<file path="src/rtl/lcs_pkg.sv">
// shared types, widths and constants of the lba to chs read splitter
package lcs_pkg;

  localparam int START_W     = 64;
  localparam int COUNT_W     = 7;
  localparam int WORD_W      = 16;
  localparam int BYTE_W      = 8;
  localparam int SPT_W       = 6;
  localparam int HEADS_W     = 9;
  localparam int CYLS_W      = 11;
  localparam int PCYL_W      = 14;
  localparam int TOTAL_W     = 25;
  localparam int CHS_LBA_W   = 32;
  localparam int DVD_W       = 24;
  localparam int CYL_W       = 10;
  localparam int SHORT_ITERS = PCYL_W;
  localparam int LONG_ITERS  = DVD_W;
  localparam int ITER_W      = $clog2(LONG_ITERS + 1);

  localparam int IN_TDATA_W  = 72;
  localparam int OUT_TDATA_W = 104;

  localparam int MAX_SECTORS_DEF = 64;
  localparam int QUEUE_DEPTH     = 2;

  localparam logic [BYTE_W-1:0]  DRIVE_RESET = 8'd128;
  localparam logic [CYLS_W-1:0]  QUIRK_CYLS  = 11'd81;
  localparam logic [SPT_W-1:0]   QUIRK_SPT   = 6'd18;
  localparam logic [HEADS_W-1:0] QUIRK_HEADS = 9'd3;
  localparam logic [CYLS_W-1:0]  FIXED_CYLS  = 11'd80;
  localparam logic [HEADS_W-1:0] FIXED_HEADS = 9'd2;

  typedef enum logic [1:0] {
    REG_GEOMETRY_CX  = 2'd0,
    REG_GEOMETRY_DH  = 2'd1,
    REG_DRIVE_NUMBER = 2'd2
  } cfg_index_t;

  typedef enum logic [1:0] {
    KIND_CHS = 2'd0,
    KIND_EXT = 2'd1,
    KIND_ERR = 2'd2
  } cmd_kind_t;

  typedef struct packed {
    logic [WORD_W-1:0] geometry_cx;
    logic [BYTE_W-1:0] geometry_dh;
    logic [BYTE_W-1:0] drive_number;
  } cfg_regs_t;

  typedef struct packed {
    cmd_kind_t            kind;
    logic [START_W-1:0]   lba;
    logic [COUNT_W-1:0]   num;
    logic [SPT_W-1:0]     spt;
    logic [HEADS_W-1:0]   heads;
    logic [PCYL_W-1:0]    per_cyl;
    logic [BYTE_W-1:0]    drive;
  } req_t;

endpackage

</file>
<file path="src/rtl/lcs_front.sv">
// front end: accepts requests, decodes geometry and classifies each request
module lcs_front #(
  parameter int MAX_SECTORS = lcs_pkg::MAX_SECTORS_DEF
) (
  input  logic                            clk,
  input  logic                            rst_n,
  input  lcs_pkg::cfg_regs_t              cfg,
  input  logic                            in_tvalid,
  output logic                            in_tready,
  input  logic [lcs_pkg::IN_TDATA_W-1:0]  in_tdata,
  output logic                            push_valid,
  output lcs_pkg::req_t                   push_req,
  input  logic                            q_full
);
  import lcs_pkg::*;

  localparam logic [COUNT_W-1:0] MAX_CNT = COUNT_W'(MAX_SECTORS);

  typedef enum logic [2:0] {
    F_IDLE = 3'b001,
    F_MUL  = 3'b010,
    F_CMP  = 3'b100
  } front_state_t;

  front_state_t         state_r, state_nxt;
  logic [START_W-1:0]   start_r;
  logic [COUNT_W-1:0]   num_r;
  logic [CYLS_W-1:0]    cyls_r;
  logic [SPT_W-1:0]     spt_r;
  logic [HEADS_W-1:0]   heads_r;
  logic [PCYL_W-1:0]    pcyl_r;

  logic [COUNT_W-1:0]   cnt_in, cnt_sat;
  logic [CYLS_W-1:0]    cyls_raw, cyls_g;
  logic [SPT_W-1:0]     spt_g;
  logic [HEADS_W-1:0]   heads_raw, heads_g;
  logic [TOTAL_W-1:0]   total;
  logic [CHS_LBA_W:0]   span_end;
  logic                 reaches_end;
  logic                 accept;

  assign in_tready = (state_r == F_IDLE);
  assign accept    = in_tvalid && in_tready;
  assign cnt_in    = in_tdata[START_W +: COUNT_W];
  assign cnt_sat   = (cnt_in > MAX_CNT) ? MAX_CNT : cnt_in;

  // geometry decode with the 81/18/3 correction
  always_comb begin
    cyls_raw  = {3'b000, cfg.geometry_cx[15:8]} + {1'b0, cfg.geometry_cx[7:6], 8'h00}
                + CYLS_W'(1);
    spt_g     = cfg.geometry_cx[SPT_W-1:0];
    heads_raw = {1'b0, cfg.geometry_dh} + HEADS_W'(1);
    if (cyls_raw == QUIRK_CYLS && spt_g == QUIRK_SPT && heads_raw == QUIRK_HEADS) begin
      cyls_g  = FIXED_CYLS;
      heads_g = FIXED_HEADS;
    end else begin
      cyls_g  = cyls_raw;
      heads_g = heads_raw;
    end
  end

  assign total       = TOTAL_W'(pcyl_r * cyls_r);
  assign span_end    = {1'b0, start_r[CHS_LBA_W-1:0]} + {{(CHS_LBA_W+1-COUNT_W){1'b0}}, num_r};
  assign reaches_end = span_end >= {{(CHS_LBA_W+1-TOTAL_W){1'b0}}, total};

  always_comb begin
    state_nxt = state_r;
    unique case (state_r)
      F_IDLE: begin
        if (accept && cnt_sat != '0) state_nxt = F_MUL;
      end
      F_MUL: state_nxt = F_CMP;
      F_CMP: begin
        if (!q_full) state_nxt = F_IDLE;
      end
      default: state_nxt = F_IDLE;
    endcase
  end

  always_ff @(posedge clk) begin
    if (!rst_n) begin
      state_r <= F_IDLE;
    end else begin
      state_r <= state_nxt;
    end
  end

  always_ff @(posedge clk) begin
    if (accept) begin
      start_r <= in_tdata[START_W-1:0];
      num_r   <= cnt_sat;
    end
    if (state_r == F_MUL) begin
      cyls_r  <= cyls_g;
      spt_r   <= spt_g;
      heads_r <= heads_g;
      pcyl_r  <= PCYL_W'(heads_g * spt_g);
    end
  end

  assign push_valid = (state_r == F_CMP) && !q_full;

  always_comb begin
    push_req.lba     = start_r;
    push_req.num     = num_r;
    push_req.spt     = spt_r;
    push_req.heads   = heads_r;
    push_req.per_cyl = pcyl_r;
    push_req.drive   = cfg.drive_number;
    if (spt_r == '0)      push_req.kind = KIND_ERR;
    else if (reaches_end) push_req.kind = KIND_EXT;
    else                  push_req.kind = KIND_CHS;
  end

endmodule

</file>
<file path="src/rtl/lcs_queue.sv">
// short request queue between the front end and the command sequencer
module lcs_queue (
  input  logic          clk,
  input  logic          rst_n,
  input  logic          push,
  input  lcs_pkg::req_t push_req,
  input  logic          pop,
  output lcs_pkg::req_t pop_req,
  output logic          full,
  output logic          empty
);
  import lcs_pkg::*;

  localparam int PTR_W = (QUEUE_DEPTH > 1) ? $clog2(QUEUE_DEPTH) : 1;
  localparam int CNT_W = $clog2(QUEUE_DEPTH + 1);
  localparam logic [PTR_W-1:0] LAST_PTR = PTR_W'(QUEUE_DEPTH - 1);
  localparam logic [CNT_W-1:0] FULL_CNT = CNT_W'(QUEUE_DEPTH);

  req_t             mem_r [QUEUE_DEPTH];
  logic [PTR_W-1:0] wr_ptr_r, rd_ptr_r;
  logic [CNT_W-1:0] count_r;
  logic             do_push, do_pop;

  assign full    = (count_r == FULL_CNT);
  assign empty   = (count_r == '0);
  assign do_push = push && !full;
  assign do_pop  = pop && !empty;
  assign pop_req = mem_r[rd_ptr_r];

  always_ff @(posedge clk) begin
    if (!rst_n) begin
      wr_ptr_r <= '0;
      rd_ptr_r <= '0;
      count_r  <= '0;
    end else begin
      if (do_push) wr_ptr_r <= (wr_ptr_r == LAST_PTR) ? '0 : wr_ptr_r + PTR_W'(1);
      if (do_pop)  rd_ptr_r <= (rd_ptr_r == LAST_PTR) ? '0 : rd_ptr_r + PTR_W'(1);
      if (do_push && !do_pop)      count_r <= count_r + CNT_W'(1);
      else if (do_pop && !do_push) count_r <= count_r - CNT_W'(1);
    end
  end

  always_ff @(posedge clk) begin
    if (do_push) mem_r[wr_ptr_r] <= push_req;
  end

endmodule

</file>
<file path="src/rtl/lcs_div.sv">
// serial restoring divider, one quotient bit per cycle
module lcs_div (
  input  logic                        clk,
  input  logic                        rst_n,
  input  logic                        start,
  input  logic                        short_mode,
  input  logic [lcs_pkg::DVD_W-1:0]   dividend,
  input  logic [lcs_pkg::PCYL_W-1:0]  divisor,
  output logic                        done,
  output logic [lcs_pkg::DVD_W-1:0]   quotient,
  output logic [lcs_pkg::PCYL_W-1:0]  remainder
);
  import lcs_pkg::*;

  logic                busy_r, done_r;
  logic [ITER_W-1:0]   iter_r;
  logic [DVD_W-1:0]    dvd_r;
  logic [PCYL_W-1:0]   rem_r, dvr_r;
  logic [PCYL_W:0]     trial, diff;
  logic                fits;

  assign trial = {rem_r, dvd_r[DVD_W-1]};
  assign diff  = trial - {1'b0, dvr_r};
  assign fits  = trial >= {1'b0, dvr_r};

  always_ff @(posedge clk) begin
    if (!rst_n) begin
      busy_r <= 1'b0;
      done_r <= 1'b0;
      iter_r <= '0;
    end else begin
      done_r <= 1'b0;
      if (start) begin
        busy_r <= 1'b1;
        iter_r <= short_mode ? ITER_W'(SHORT_ITERS) : ITER_W'(LONG_ITERS);
      end else if (busy_r) begin
        iter_r <= iter_r - ITER_W'(1);
        if (iter_r == ITER_W'(1)) begin
          busy_r <= 1'b0;
          done_r <= 1'b1;
        end
      end
    end
  end

  always_ff @(posedge clk) begin
    if (start) begin
      rem_r <= '0;
      dvr_r <= divisor;
      // short operands sit at the top so fewer steps are needed
      dvd_r <= short_mode ? {dividend[SHORT_ITERS-1:0], {(DVD_W-SHORT_ITERS){1'b0}}}
                          : dividend;
    end else if (busy_r) begin
      rem_r <= fits ? diff[PCYL_W-1:0] : trial[PCYL_W-1:0];
      dvd_r <= {dvd_r[DVD_W-2:0], fits};
    end
  end

  assign done      = done_r;
  assign quotient  = dvd_r;
  assign remainder = rem_r;

endmodule

</file>
<file path="src/rtl/lcs_back.sv">
// command sequencer: splits requests into track chunks and drives the result register
module lcs_back (
  input  logic                            clk,
  input  logic                            rst_n,
  input  logic                            q_empty,
  input  lcs_pkg::req_t                   q_req,
  output logic                            q_pop,
  output logic                            out_tvalid,
  input  logic                            out_tready,
  output logic [lcs_pkg::OUT_TDATA_W-1:0] out_tdata,
  output logic [1:0]                      out_tuser,
  output logic                            out_tlast
);
  import lcs_pkg::*;

  typedef enum logic [4:0] {
    B_IDLE = 5'b00001,
    B_DIV1 = 5'b00010,
    B_DIV2 = 5'b00100,
    B_EMIT = 5'b01000,
    B_ONE  = 5'b10000
  } back_state_t;

  back_state_t          state_r, state_nxt;
  req_t                 req_r;
  logic [CYLS_W-1:0]    c_r, c_nxt;
  logic [BYTE_W-1:0]    h_r, h_nxt;
  logic [SPT_W-1:0]     s_r, s_nxt;
  logic [COUNT_W-1:0]   num_r, num_nxt;

  logic                 out_valid_r;
  cmd_kind_t            out_kind_r, o_kind;
  logic [WORD_W-1:0]    out_cx_r, out_dx_r, o_cx, o_dx;
  logic [START_W-1:0]   out_lba_r, o_lba;
  logic [COUNT_W-1:0]   out_n_r, o_n;
  logic                 out_last_r, o_last;
  logic                 load_out, out_free;

  logic                 div_start, div_short, div_done;
  logic [DVD_W-1:0]     div_dvd, div_quo;
  logic [PCYL_W-1:0]    div_dvr, div_rem;

  logic [COUNT_W-1:0]   avail, n_chunk, num_left;
  logic [HEADS_W-1:0]   h_inc;

  lcs_div u_div (
    .clk        (clk),
    .rst_n      (rst_n),
    .start      (div_start),
    .short_mode (div_short),
    .dividend   (div_dvd),
    .divisor    (div_dvr),
    .done       (div_done),
    .quotient   (div_quo),
    .remainder  (div_rem)
  );

  assign out_free = !out_valid_r || out_tready;
  assign avail    = {1'b0, req_r.spt} - {1'b0, s_r} + COUNT_W'(1);
  assign n_chunk  = (num_r > avail) ? avail : num_r;
  assign num_left = num_r - n_chunk;
  assign h_inc    = {1'b0, h_r} + HEADS_W'(1);

  always_comb begin
    state_nxt = state_r;
    q_pop     = 1'b0;
    div_start = 1'b0;
    div_short = 1'b0;
    div_dvd   = q_req.lba[DVD_W-1:0];
    div_dvr   = q_req.per_cyl;
    c_nxt     = c_r;
    h_nxt     = h_r;
    s_nxt     = s_r;
    num_nxt   = num_r;
    load_out  = 1'b0;
    o_kind    = KIND_CHS;
    o_cx      = '0;
    o_dx      = '0;
    o_lba     = '0;
    o_n       = '0;
    o_last    = 1'b0;
    unique case (state_r)
      B_IDLE: begin
        if (!q_empty) begin
          q_pop   = 1'b1;
          num_nxt = q_req.num;
          if (q_req.kind == KIND_CHS) begin
            div_start = 1'b1;
            state_nxt = B_DIV1;
          end else begin
            state_nxt = B_ONE;
          end
        end
      end
      B_DIV1: begin
        div_dvd = {{(DVD_W-PCYL_W){1'b0}}, div_rem};
        div_dvr = {{(PCYL_W-SPT_W){1'b0}}, req_r.spt};
        if (div_done) begin
          if (div_quo[DVD_W-1:CYL_W] != '0) begin
            // cylinder out of range, flagged through the top cylinder bit
            c_nxt     = {1'b1, {CYL_W{1'b0}}};
            state_nxt = B_EMIT;
          end else begin
            c_nxt     = {1'b0, div_quo[CYL_W-1:0]};
            div_start = 1'b1;
            div_short = 1'b1;
            state_nxt = B_DIV2;
          end
        end
      end
      B_DIV2: begin
        if (div_done) begin
          h_nxt     = div_quo[BYTE_W-1:0];
          s_nxt     = div_rem[SPT_W-1:0] + SPT_W'(1);
          state_nxt = B_EMIT;
        end
      end
      B_EMIT: begin
        if (out_free) begin
          load_out = 1'b1;
          if (c_r[CYLS_W-1]) begin
            o_kind    = KIND_ERR;
            o_last    = 1'b1;
            state_nxt = B_IDLE;
          end else begin
            o_kind  = KIND_CHS;
            o_cx    = {c_r[7:0], c_r[9:8], s_r};
            o_dx    = {h_r, req_r.drive};
            o_n     = n_chunk;
            o_last  = (num_left == '0);
            num_nxt = num_left;
            s_nxt   = SPT_W'(1);
            if (h_inc == req_r.heads) begin
              h_nxt = '0;
              c_nxt = c_r + CYLS_W'(1);
            end else begin
              h_nxt = h_inc[BYTE_W-1:0];
            end
            if (num_left == '0) state_nxt = B_IDLE;
          end
        end
      end
      B_ONE: begin
        if (out_free) begin
          load_out  = 1'b1;
          o_last    = 1'b1;
          state_nxt = B_IDLE;
          if (req_r.kind == KIND_EXT) begin
            o_kind = KIND_EXT;
            o_dx   = {{BYTE_W{1'b0}}, req_r.drive};
            o_lba  = req_r.lba;
            o_n    = num_r;
          end else begin
            o_kind = KIND_ERR;
          end
        end
      end
      default: state_nxt = B_IDLE;
    endcase
  end

  always_ff @(posedge clk) begin
    if (!rst_n) begin
      state_r     <= B_IDLE;
      out_valid_r <= 1'b0;
    end else begin
      state_r <= state_nxt;
      if (load_out)        out_valid_r <= 1'b1;
      else if (out_tready) out_valid_r <= 1'b0;
    end
  end

  always_ff @(posedge clk) begin
    if (q_pop) req_r <= q_req;
    c_r   <= c_nxt;
    h_r   <= h_nxt;
    s_r   <= s_nxt;
    num_r <= num_nxt;
    if (load_out) begin
      out_kind_r <= o_kind;
      out_cx_r   <= o_cx;
      out_dx_r   <= o_dx;
      out_lba_r  <= o_lba;
      out_n_r    <= o_n;
      out_last_r <= o_last;
    end
  end

  assign out_tvalid = out_valid_r;
  assign out_tuser  = out_kind_r;
  assign out_tlast  = out_last_r;
  assign out_tdata  = {1'b0, out_n_r, out_lba_r, out_dx_r, out_cx_r};

  a_chs_chunk: assert property (@(posedge clk) disable iff (!rst_n)
    out_valid_r && out_kind_r == KIND_CHS |-> out_n_r != '0 && out_lba_r == '0)
    else $error("chs chunk with no sectors or a stray lba");

  a_err_final: assert property (@(posedge clk) disable iff (!rst_n)
    out_valid_r && out_kind_r == KIND_ERR |-> out_last_r && out_n_r == '0 && out_dx_r == '0)
    else $error("error item not final or not cleared");

  a_ext_final: assert property (@(posedge clk) disable iff (!rst_n)
    out_valid_r && out_kind_r == KIND_EXT |-> out_last_r && out_cx_r == '0)
    else $error("extended read not a single final item");

endmodule

</file>
<file path="src/rtl/lba_to_chs_read_splitter_top.sv">
// top level of the lba to chs read splitter: configuration registers and wiring
//
// in_* is a stream of read requests: in_tdata holds start_sector in bits 63:0
// and sector_count in bits 70:64. out_* is a stream of commands, one item per
// command, with tlast on the final item of a request and the command kind
// (chs chunk, extended read, error) in tuser. cfg_* writes geometry_cx,
// geometry_dh and drive_number at indexes 0, 1 and 2; it is always ready and
// should only be used while no request is in flight.
// The front end takes a new request only after it has pushed the previous one,
// and waits while its queue is full. A chs request leaves the queue, passes the
// cylinder division (24 divider steps) and the head/sector division (14 steps),
// then issues one chunk item per cycle while the receiver is ready.
// Extended reads and errors bypass the divider and produce a single final item.
// A request with a zero count is taken and produces no item.
// Reset clears the queue and sequencers and loads geometry 0/0 and drive 128.
// When the receiver stalls the result register holds its item, the sequencer
// waits and the two entry queue lets the front end keep taking requests.
module lba_to_chs_read_splitter_top #(
  parameter int MAX_SECTORS = lcs_pkg::MAX_SECTORS_DEF
) (
  input  logic                            clk,
  input  logic                            rst_n,
  input  logic                            in_tvalid,
  output logic                            in_tready,
  // start_sector [63:0], sector_count [70:64]
  input  logic [lcs_pkg::IN_TDATA_W-1:0]  in_tdata,
  output logic                            out_tvalid,
  input  logic                            out_tready,
  // cx_word [15:0], dx_word [31:16], lba_address [95:32], chunk_sectors [102:96]
  output logic [lcs_pkg::OUT_TDATA_W-1:0] out_tdata,
  // command_kind [1:0]
  output logic [1:0]                      out_tuser,
  output logic                            out_tlast,
  input  logic                            cfg_valid,
  output logic                            cfg_ready,
  input  logic [1:0]                      cfg_index,
  input  logic [lcs_pkg::WORD_W-1:0]      cfg_data
);
  import lcs_pkg::*;

  cfg_regs_t cfg_r;
  req_t      push_req, pop_req;
  logic      push_valid, q_full, q_empty, q_pop;

  assign cfg_ready = 1'b1;

  always_ff @(posedge clk) begin
    if (!rst_n) begin
      cfg_r.geometry_cx  <= '0;
      cfg_r.geometry_dh  <= '0;
      cfg_r.drive_number <= DRIVE_RESET;
    end else if (cfg_valid && cfg_ready) begin
      unique case (cfg_index)
        REG_GEOMETRY_CX:  cfg_r.geometry_cx  <= cfg_data;
        REG_GEOMETRY_DH:  cfg_r.geometry_dh  <= cfg_data[BYTE_W-1:0];
        REG_DRIVE_NUMBER: cfg_r.drive_number <= cfg_data[BYTE_W-1:0];
        default: ;
      endcase
    end
  end

  lcs_front #(
    .MAX_SECTORS (MAX_SECTORS)
  ) u_front (
    .clk        (clk),
    .rst_n      (rst_n),
    .cfg        (cfg_r),
    .in_tvalid  (in_tvalid),
    .in_tready  (in_tready),
    .in_tdata   (in_tdata),
    .push_valid (push_valid),
    .push_req   (push_req),
    .q_full     (q_full)
  );

  lcs_queue u_queue (
    .clk      (clk),
    .rst_n    (rst_n),
    .push     (push_valid),
    .push_req (push_req),
    .pop      (q_pop),
    .pop_req  (pop_req),
    .full     (q_full),
    .empty    (q_empty)
  );

  lcs_back u_back (
    .clk        (clk),
    .rst_n      (rst_n),
    .q_empty    (q_empty),
    .q_req      (pop_req),
    .q_pop      (q_pop),
    .out_tvalid (out_tvalid),
    .out_tready (out_tready),
    .out_tdata  (out_tdata),
    .out_tuser  (out_tuser),
    .out_tlast  (out_tlast)
  );

endmodule
</file>
<file path="config.mk">
export PLATFORM = sky130hd
export DESIGN_NAME = lba_to_chs_read_splitter_top
export DESIGN_NICKNAME = d
export VERILOG_FILES = /design/src/rtl/lcs_pkg.sv /design/src/rtl/lcs_front.sv /design/src/rtl/lcs_queue.sv /design/src/rtl/lcs_div.sv /design/src/rtl/lcs_back.sv /design/src/rtl/lba_to_chs_read_splitter_top.sv
export SDC_FILE = /design/constraint.sdc
export NUM_CORES = 1
export LEC_CHECK = 0
export ABC_AREA = 1
export BUFFER_PORTS_ARGS = -buffer_cell sky130_fd_sc_hd__buf_2
export CAP_MARGIN = 20
export CORE_ASPECT_RATIO = 1.2
export CORE_MARGIN = 2
export CORE_UTILIZATION = 50
export DETAILED_ROUTE_END_ITERATION = 8
export GPL_ROUTABILITY_DRIVEN = 0
export PLACE_DENSITY_LB_ADDON = 0.08
export SLEW_MARGIN = 20
export SYNTH_ARGS = -nofsm -noshare
export SYNTH_HDL_FRONTEND = slang
export SYNTH_SLANG_ARGS = --single-unit
</file>
<file path="constraint.sdc">
create_clock -name clk -period 15.31 [get_ports clk]
set_clock_uncertainty 0.15 [all_clocks]
set_input_delay 1.531 -clock clk [delete_from_list [all_inputs] [get_ports clk]]
set_output_delay 1.531 -clock clk [all_outputs]
set_load 0.1 [all_outputs]
</file>
==> results of run 1 <==
-- cell families after synthesis --
logic type | Yosys count | synth area share, %
simple gates | 1304 | 15.41
flops | 663 | 55.61
buf+inv | 648 | 7.176
compound gates | 319 | 5.038
fa+ha+maj | 304 | 14.01
xor+xnor | 106 | 2.705
other cells | 2 | 0.02171
mux | 1 | 0.02894
-- path summary, 6_finish.rpt --
path	start	end	slack [ns]	cells past startpoint
min reg2reg	u_front.start_r[41]	u_queue.mem_r[1][85]	0.29	0
max	u_front.pcyl_r[5]	u_queue.mem_r[0][108]	8.29	30
max reg2reg	u_front.pcyl_r[5]	u_queue.mem_r[0][108]	8.29	30
min	u_front.start_r[41]	u_queue.mem_r[1][85]	0.29	0
-- cell type report --
cell class	count	area share (%)
Inverter	551	5.362
Sequential cell	663	49.77
Antenna cell	2	0.01294
Timing Repair Buffer	216	2.887
Clock inverter	40	0.9870
Multi-Input combinational cell	2036	33.39
Tap cell	909	2.942
Clock buffer	85	4.647
-- placed cells by master (no fill, tap or decap), drive strengths merged, types with 2 or more instances in the layout --
| cell | count |
|---|---|
| clkbuf | 85 |
| ha | 165 |
| clkinvlp | 4 |
| edfxtp | 596 |
| nand2 | 838 |
| a21oi | 126 |
| nor3 | 32 |
| inv | 552 |
| bufinv | 2 |
| nand4 | 42 |
| dfxtp | 67 |
| clkinv | 33 |
| a21boi | 5 |
| fa | 139 |
| buf | 216 |
| xor2 | 69 |
| nand3b | 4 |
| nor3b | 3 |
| o21ai | 136 |
| o21a | 3 |
| and3 | 4 |
| and2 | 2 |
| o22ai | 4 |
| o211ai | 15 |
| nor2 | 266 |
| nand3 | 93 |
| nor4 | 10 |
| or2 | 10 |
| xnor2 | 37 |
| diode | 2 |
| o221ai | 4 |
| conb | 2 |
| a31oi | 14 |
| a21o | 6 |
| o2111ai | 2 |
-- stage by stage --
step	cells	util (%)	hold WS (ns)	area [µm²]
global route	4502	56.49	0.3012	38660
CTS	4500	56.48	0.2913	38660
floorplan	3347	-	0.2564	34590
finish	4502	56.49	0.2917	38660
detailed placement	4375	53.29	0.2796	36480
global placement	4374	53.29	0.2747	36470
-- state kept, by name, indices dropped and copies added (netlist names), 8 cells and up, named ones only --
name / count
u_back.h_r: 8
u_front.pcyl_r: 14
u_back.u_div.quotient: 24
u_front.cyls_r: 11
u_front.start_r: 64
u_back.out_dx_r: 16
u_back.out_lba_r: 64
u_back.req_r: 89
u_front.heads_r: 9
u_back.u_div.dvr_r: 14
cfg_r: 32
u_back.c_r: 11
u_queue.mem_r: 220
u_back.out_cx_r: 16
u_back.u_div.remainder: 14
-- layer usage --
metal | track usage, % | wire length (µm)
met3 | 2.978 | 3692
met5 | 0 | 0
met1 | 29.07 | 33690
met2 | 40.19 | 40720
met4 | 8.388 | 2661
-- worst max-delay path: cells and delay by family (launching register included) --
family / cells / cell delay [ns]
adders and majority gates: 7 / 3.21
buffers and inverters: 4 / 0.19
DFF: 1 / 0.73
xor gates and xnor gates: 1 / 0.19
and+or+nand+nor: 14 / 1.52
AOI/OAI and AO/OA: 4 / 0.76
-- power groups by stage --
stage / Sequential [mW] / Combinational, mW / Clock [mW]
global placement: 2.38 / 1.72 / 0
CTS: 2.34 / 1.77 / 1.64
finish: 2.34 / 1.76 / 1.61
global route: 2.36 / 1.98 / 1.72
floorplan: 2.51 / 1.17 / 0
detailed placement: 2.38 / 1.76 / 0
==> impl_metrics.toml, run 1 <==
[clock_network]
cts_sinks = 663
cts_hold_buf = 0
cts_root_buffer = "clkbuf_16"
path_clk_slew_ns = 0.06
cts_tree = "built"
clock_path_buffers = 3
cts_resized = 0
clk_latency_ns = 0.62
tritoncts.num_buffers = 68
htreeDepth = 3
postCtsSetupRepairBufs = 0

[outcome]
status = "finished, final reports clean"

[die]
initial_core_util_pct = 50.54
ioPinCount = 205
die_area_mm2 = 0.07132
die-height_um = 292.1
fp.dieW_um = 244.1
rows = 105
core_area_mm2 = 0.06845

[placement]
port_buffers = 201
dpl.hpwl_mm = 58.77
post-place-ws_ns = 8.317

[synth]
synth_most_common_cell = "nand2_1"
netlist_instances = 3347
ys_types = 56
synthTopCellsByCount = "nand2_1, edfxtp_1, inv_1, nor2_1, ha_1"
async_flop_share_pct = 0
netlist_area_mm2 = 0.03459
synthTopCellsByArea = "edfxtp_1, nand2_1, fa_1"
synth-edff-count = 596
ys_seq_elements = 663
syn_area_per_cell_um2 = 10.34
yosysSeqAreaShare_pct = 55.61
synth_top_area_share_pct = 51.73
syn_nets = 3746
synth_ff_type = "edfxtp_1"
ys_warn_count = 0
yosys.area.top_type = "edfxtp_1"

[drt]
finalWirelength_mm = 80.76
vias = 23181
drc = 0
first_pass_iters = 5
via_per_inst = 5.149
drtIter0Drc = 1441
routedWlPerCell_um = 17.94
final_antenna_net_count = 0

[power_and_ir_drop]
seq_power_share_pct = 41.0
ir_worst_vdd_uv = 118.9
leakage_nw = 17.03
p_comb_share_pct = 30.9
power_density_mw_per_mm2 = 147.8
total_power_mw = 5.713
p_int_mw = 3.646
netSwitchingPower_mw = 2.067
pwr-share-clk_pct = 28.1
netSwitchingFraction_pct = 36.18

[timing]
fin_crit_ns = 7.020
final.setup.tns_ns = 0
tightest_slew_ns = 1.210
period_share_pct = 45.86
relSlewSlack_pct = 19.08
rsz0062_at_grt = "false"
finalSetupViolCount = 0
drv_slew = 0
hold_viol_final = 0
fmax_mhz = 142.4
fin_ws_ns = 8.290

[finish]
multi_input_area_mm2 = 0.01291
fin_nets = 3935
area_growth_pct = 11.76
regArea_mm2 = 0.01924
layout-drive-gt1-share_pct = 9.997
nFillCells = 5904

[setup_path]
path_class = "reg2reg"
slowest_stage = "edfxtp_1"
critPathMaxFanout = 13
cp_data_arrival_time_ns = 7.24
cpPeakStageDelay_ns = 0.73
start_kind = "flop"
cp_common_cell = "nand2_1"
endpoint_kind = "flop"
cp.required_ns = 15.53

[global_routing]
grt_pass1_wl_mm = 127.2
grt_overflow = 0
track_usage_pct = 22.93
grt_pass1_vias = 23510
grt_max_degree = 80
antenna_found_initial = 3

[hold_path]
worstHoldPathType = "reg2reg"

[flow_run]
maxCapViolCount = 0
Note: power is estimated with default switching activity, not from simulation.
==> inputs of run 2 (changes only) <==
--- a/config.mk
+++ b/config.mk
@@ -5,7 +5,7 @@
 export SDC_FILE = /design/constraint.sdc
 export NUM_CORES = 1
 export LEC_CHECK = 0
-export ABC_AREA = 1
+export ABC_AREA = 0
 export BUFFER_PORTS_ARGS = -buffer_cell sky130_fd_sc_hd__buf_2
 export CAP_MARGIN = 20
 export CORE_ASPECT_RATIO = 1.2
==> constraint.sdc (replaced) <==
create_clock -name clk -period 5.8 [get_ports clk]
set_clock_uncertainty 0.15 [all_clocks]
set_input_delay 0.58 -clock clk [delete_from_list [all_inputs] [get_ports clk]]
set_output_delay 0.58 -clock clk [all_outputs]
set_load 0.1 [all_outputs]
==> run 2 against run 1 <==
The run now ends with negative setup slack left. Cell count down 12%. Combinational power rose to 4.1 times the previous value. Total power rose to 3.2 times the previous value. Area after synthesis fell by 2.4%. Count of clock-buffer cells in the layout fell by 2. Utilization up 3.2 points. Die area decreased by 2.3%. Clock power grew to 2.8 times the previous value. Largest cell class unchanged.
==> impl_metrics.toml, run 2 <==
[clock_network]
cts_sinks = 663
clk_latency_ns = 0.62
cts_tree = "built"
clock_path_buffers = 3
cts_root_buffer = "clkbuf_16"
path_clk_slew_ns = 0.06
htreeDepth = 3
tritoncts.num_buffers = 69

[die]
rows = 104
die-height_um = 288.7
die_area_mm2 = 0.06966
fp.dieW_um = 241.3
initial_core_util_pct = 50.40
ioPinCount = 205
core_area_mm2 = 0.06701

[drt]
routedWlPerCell_um = 19.37
final_antenna_net_count = 0
first_pass_iters = 5
via_per_inst = 5.323
drtIter0Drc = 1252
finalWirelength_mm = 77.02
vias = 21163
drc = 0

[synth]
synth_ff_type = "edfxtp_1"
syn_area_per_cell_um2 = 12.78
syn_nets = 3041
netlist_instances = 2642
synth-edff-count = 596
synthTopCellsByArea = "edfxtp_1, fa_1, ha_1"
yosysSeqAreaShare_pct = 56.96
async_flop_share_pct = 0
synth_top_area_share_pct = 52.99
synth_most_common_cell = "edfxtp_1"
netlist_area_mm2 = 0.03378
synthTopCellsByCount = "edfxtp_1, nand2_1, inv_1, ha_1, and2_1"
ys_seq_elements = 663
yosys.area.top_type = "edfxtp_1"
ys_types = 76
ys_warn_count = 0

[hold_path]
worstHoldPathType = "in2reg"

[global_routing]
grt_pass1_wl_mm = 120.5
grt_pass1_vias = 22200
grt_overflow = 0
antenna_found_initial = 1
grt_max_degree = 80
track_usage_pct = 22.52
grt_use_met2_pct = 41.19
gr-usage-met3_pct = 2.982
grt.busiest_layer = "met2"
met1_usage_pct = 27.71

[outcome]
violations = "negative setup slack"
status = "finished with violations"

[setup_path]
cp.required_ns = 5.94
endpoint_kind = "flop"
cp_data_arrival_time_ns = 6.59
path_class = "reg2reg"
start_kind = "flop"
critPathMaxFanout = 6

[timing]
relSlewSlack_pct = 29.93
finalSetupViolCount = 2
hold_slack_ns = 0.02316
fin_crit_ns = 6.448
tightest_slew_ns = 1.046
fin_ws_ns = -0.6483
rsz0062_at_grt = "true"
hold_viol_final = 0
fmax_mhz = 155.1
period_share_pct = 111.2
drv_slew = 0
final.setup.tns_ns = -1.297

[finish]
top_register = "u_queue.mem_r"
fin_nets = 3420
final_common_cell = "edfxtp_1"
layout-drive-gt1-share_pct = 21.01
top_regs = "u_queue.mem_r (220), u_back.req_r (89)"
largest_reg_flops = 220
regArea_mm2 = 0.01925
area_growth_pct = 18.41
most-common-layout-cells = "edfxtp_1, nand2_1, inv_1, buf_2, ha_1"
multi_input_area_mm2 = 0.01366
nFillCells = 5361
utilization_pct = 59.68

[flow_run]
maxCapViolCount = 0

[power_and_ir_drop]
netSwitchingFraction_pct = 35.09
p_int_mw = 11.69
leakage_nw = 15.95
p_comb_share_pct = 40.4
ir_worst_vdd_uv = 307.5
seq_power_share_pct = 34.8
total_power_mw = 18.00
pwr-share-clk_pct = 24.7
power_density_mw_per_mm2 = 450.2
netSwitchingPower_mw = 6.318

[placement]
port_buffers = 201
dpl.hpwl_mm = 55.87
## run 2: changes by cell type in the layout (fill, tap and decap cells not counted), sizes merged, moves of 44 or more
cell	delta
nand2	-558
inv	-309
and2	+153
nor2	-153
buf	+138
mux2	+90
o21ai	-67
dlygate4sd3	+55
nand3	-54
mux2i	+50
and3	+44
## run 2: layout make-up
| class | instances | share of cell area, % |
|---|---|---|
| antenna | 1 | 0.006256 |
| clock buffer | 83 | 4.523 |
| clock inverter | 41 | 1.195 |
| inverter | 240 | 2.259 |
| multi-input combinational | 1638 | 34.15 |
| sequential | 663 | 48.13 |
| tap | 901 | 2.819 |
| timing repair buffer | 409 | 6.913 |
## run 2: cells by family (layout without fill, tap and decap cells)
family,after synthesis,after routing,synth area share [%]
simple gates,787,787,11.73
flops,663,663,56.96
buf+inv,341,773,3.897
fa+ha+maj,304,304,14.35
compound gates,288,288,5.523
mux,141,141,4.512
xor+xnor,116,116,3.008
other cells,2,3,0.02223
## run 2: critical path, stage by stage, from the launching register on
cell	delay, ns
edfxtp_1	0.55
and2_4	0.24
fa_1	0.55
inv_1	0.07
fa_1	0.55
fa_1	0.43
fa_1	0.51
inv_1	0.05
fa_1	0.48
ha_4	0.30
a21o_1	0.12
a21oi_2	0.06
and3_1	0.17
o21ai_2	0.08
a31oi_2	0.14
or3_4	0.40
nand2_2	0.07
xnor2_1	0.12
ha_1	0.26
a21o_1	0.16
a21o_1	0.15
a211oi_2	0.23
o211a_1	0.18
a31oi_1	0.10
## run 2: path summary, 6_finish.rpt
check,slack (ns),cells after the start,startpoint,endpoint
worst max-delay path,-0.65,23,u_front.pcyl_r[9],u_queue.mem_r[0][108]
worst max register to register,-0.65,23,u_front.pcyl_r[9],u_queue.mem_r[0][108]
worst min register to register,0.30,0,u_front.start_r[45],u_queue.mem_r[0][89]
worst min-delay path,0.02,1,in_tdata[9],u_front.start_r[9]
## run 2: power groups by stage
stage / sequential, mW / clock, mW / combinational, mW
2_1_floorplan: 6.58 / 0 / 4.75
3_3_place_gp: 6.35 / 0 / 6.66
3_5_place_dp: 6.38 / 0 / 6.86
4_1_cts: 6.28 / 4.56 / 7.06
5_1_grt: 6.33 / 4.75 / 8.16
6_report: 6.27 / 4.45 / 7.28
## run 2: per-layer routing
metal | vias up | share of wire [%]
li1 | 10025 | -
met1 | 10519 | 40
met2 | 491 | 53
met3 | 126 | 4.2
met4 | 2 | 2.5
met5 | - | 0.021
## run 2: through the flow
stage	instance area [µm²]	setup slack (ns)	instances
6_report	40000	-0.6483	3976
3_5_place_dp	36750	-0.7712	3776
5_1_grt	39990	-0.9446	3975
3_3_place_gp	36750	-0.6482	3776
4_1_cts	39720	-0.6502	3967
2_1_floorplan	34070	-0.2235	2642
## run 2: timing repair
item                       in CTS  in global routing
setup buffers                  12                  7
resized for setup               9                 44
hold buffers                   55                  0
hold endpoints to repair       55                  0
setup endpoints to repair       6                 11
pin swaps                       7                 18
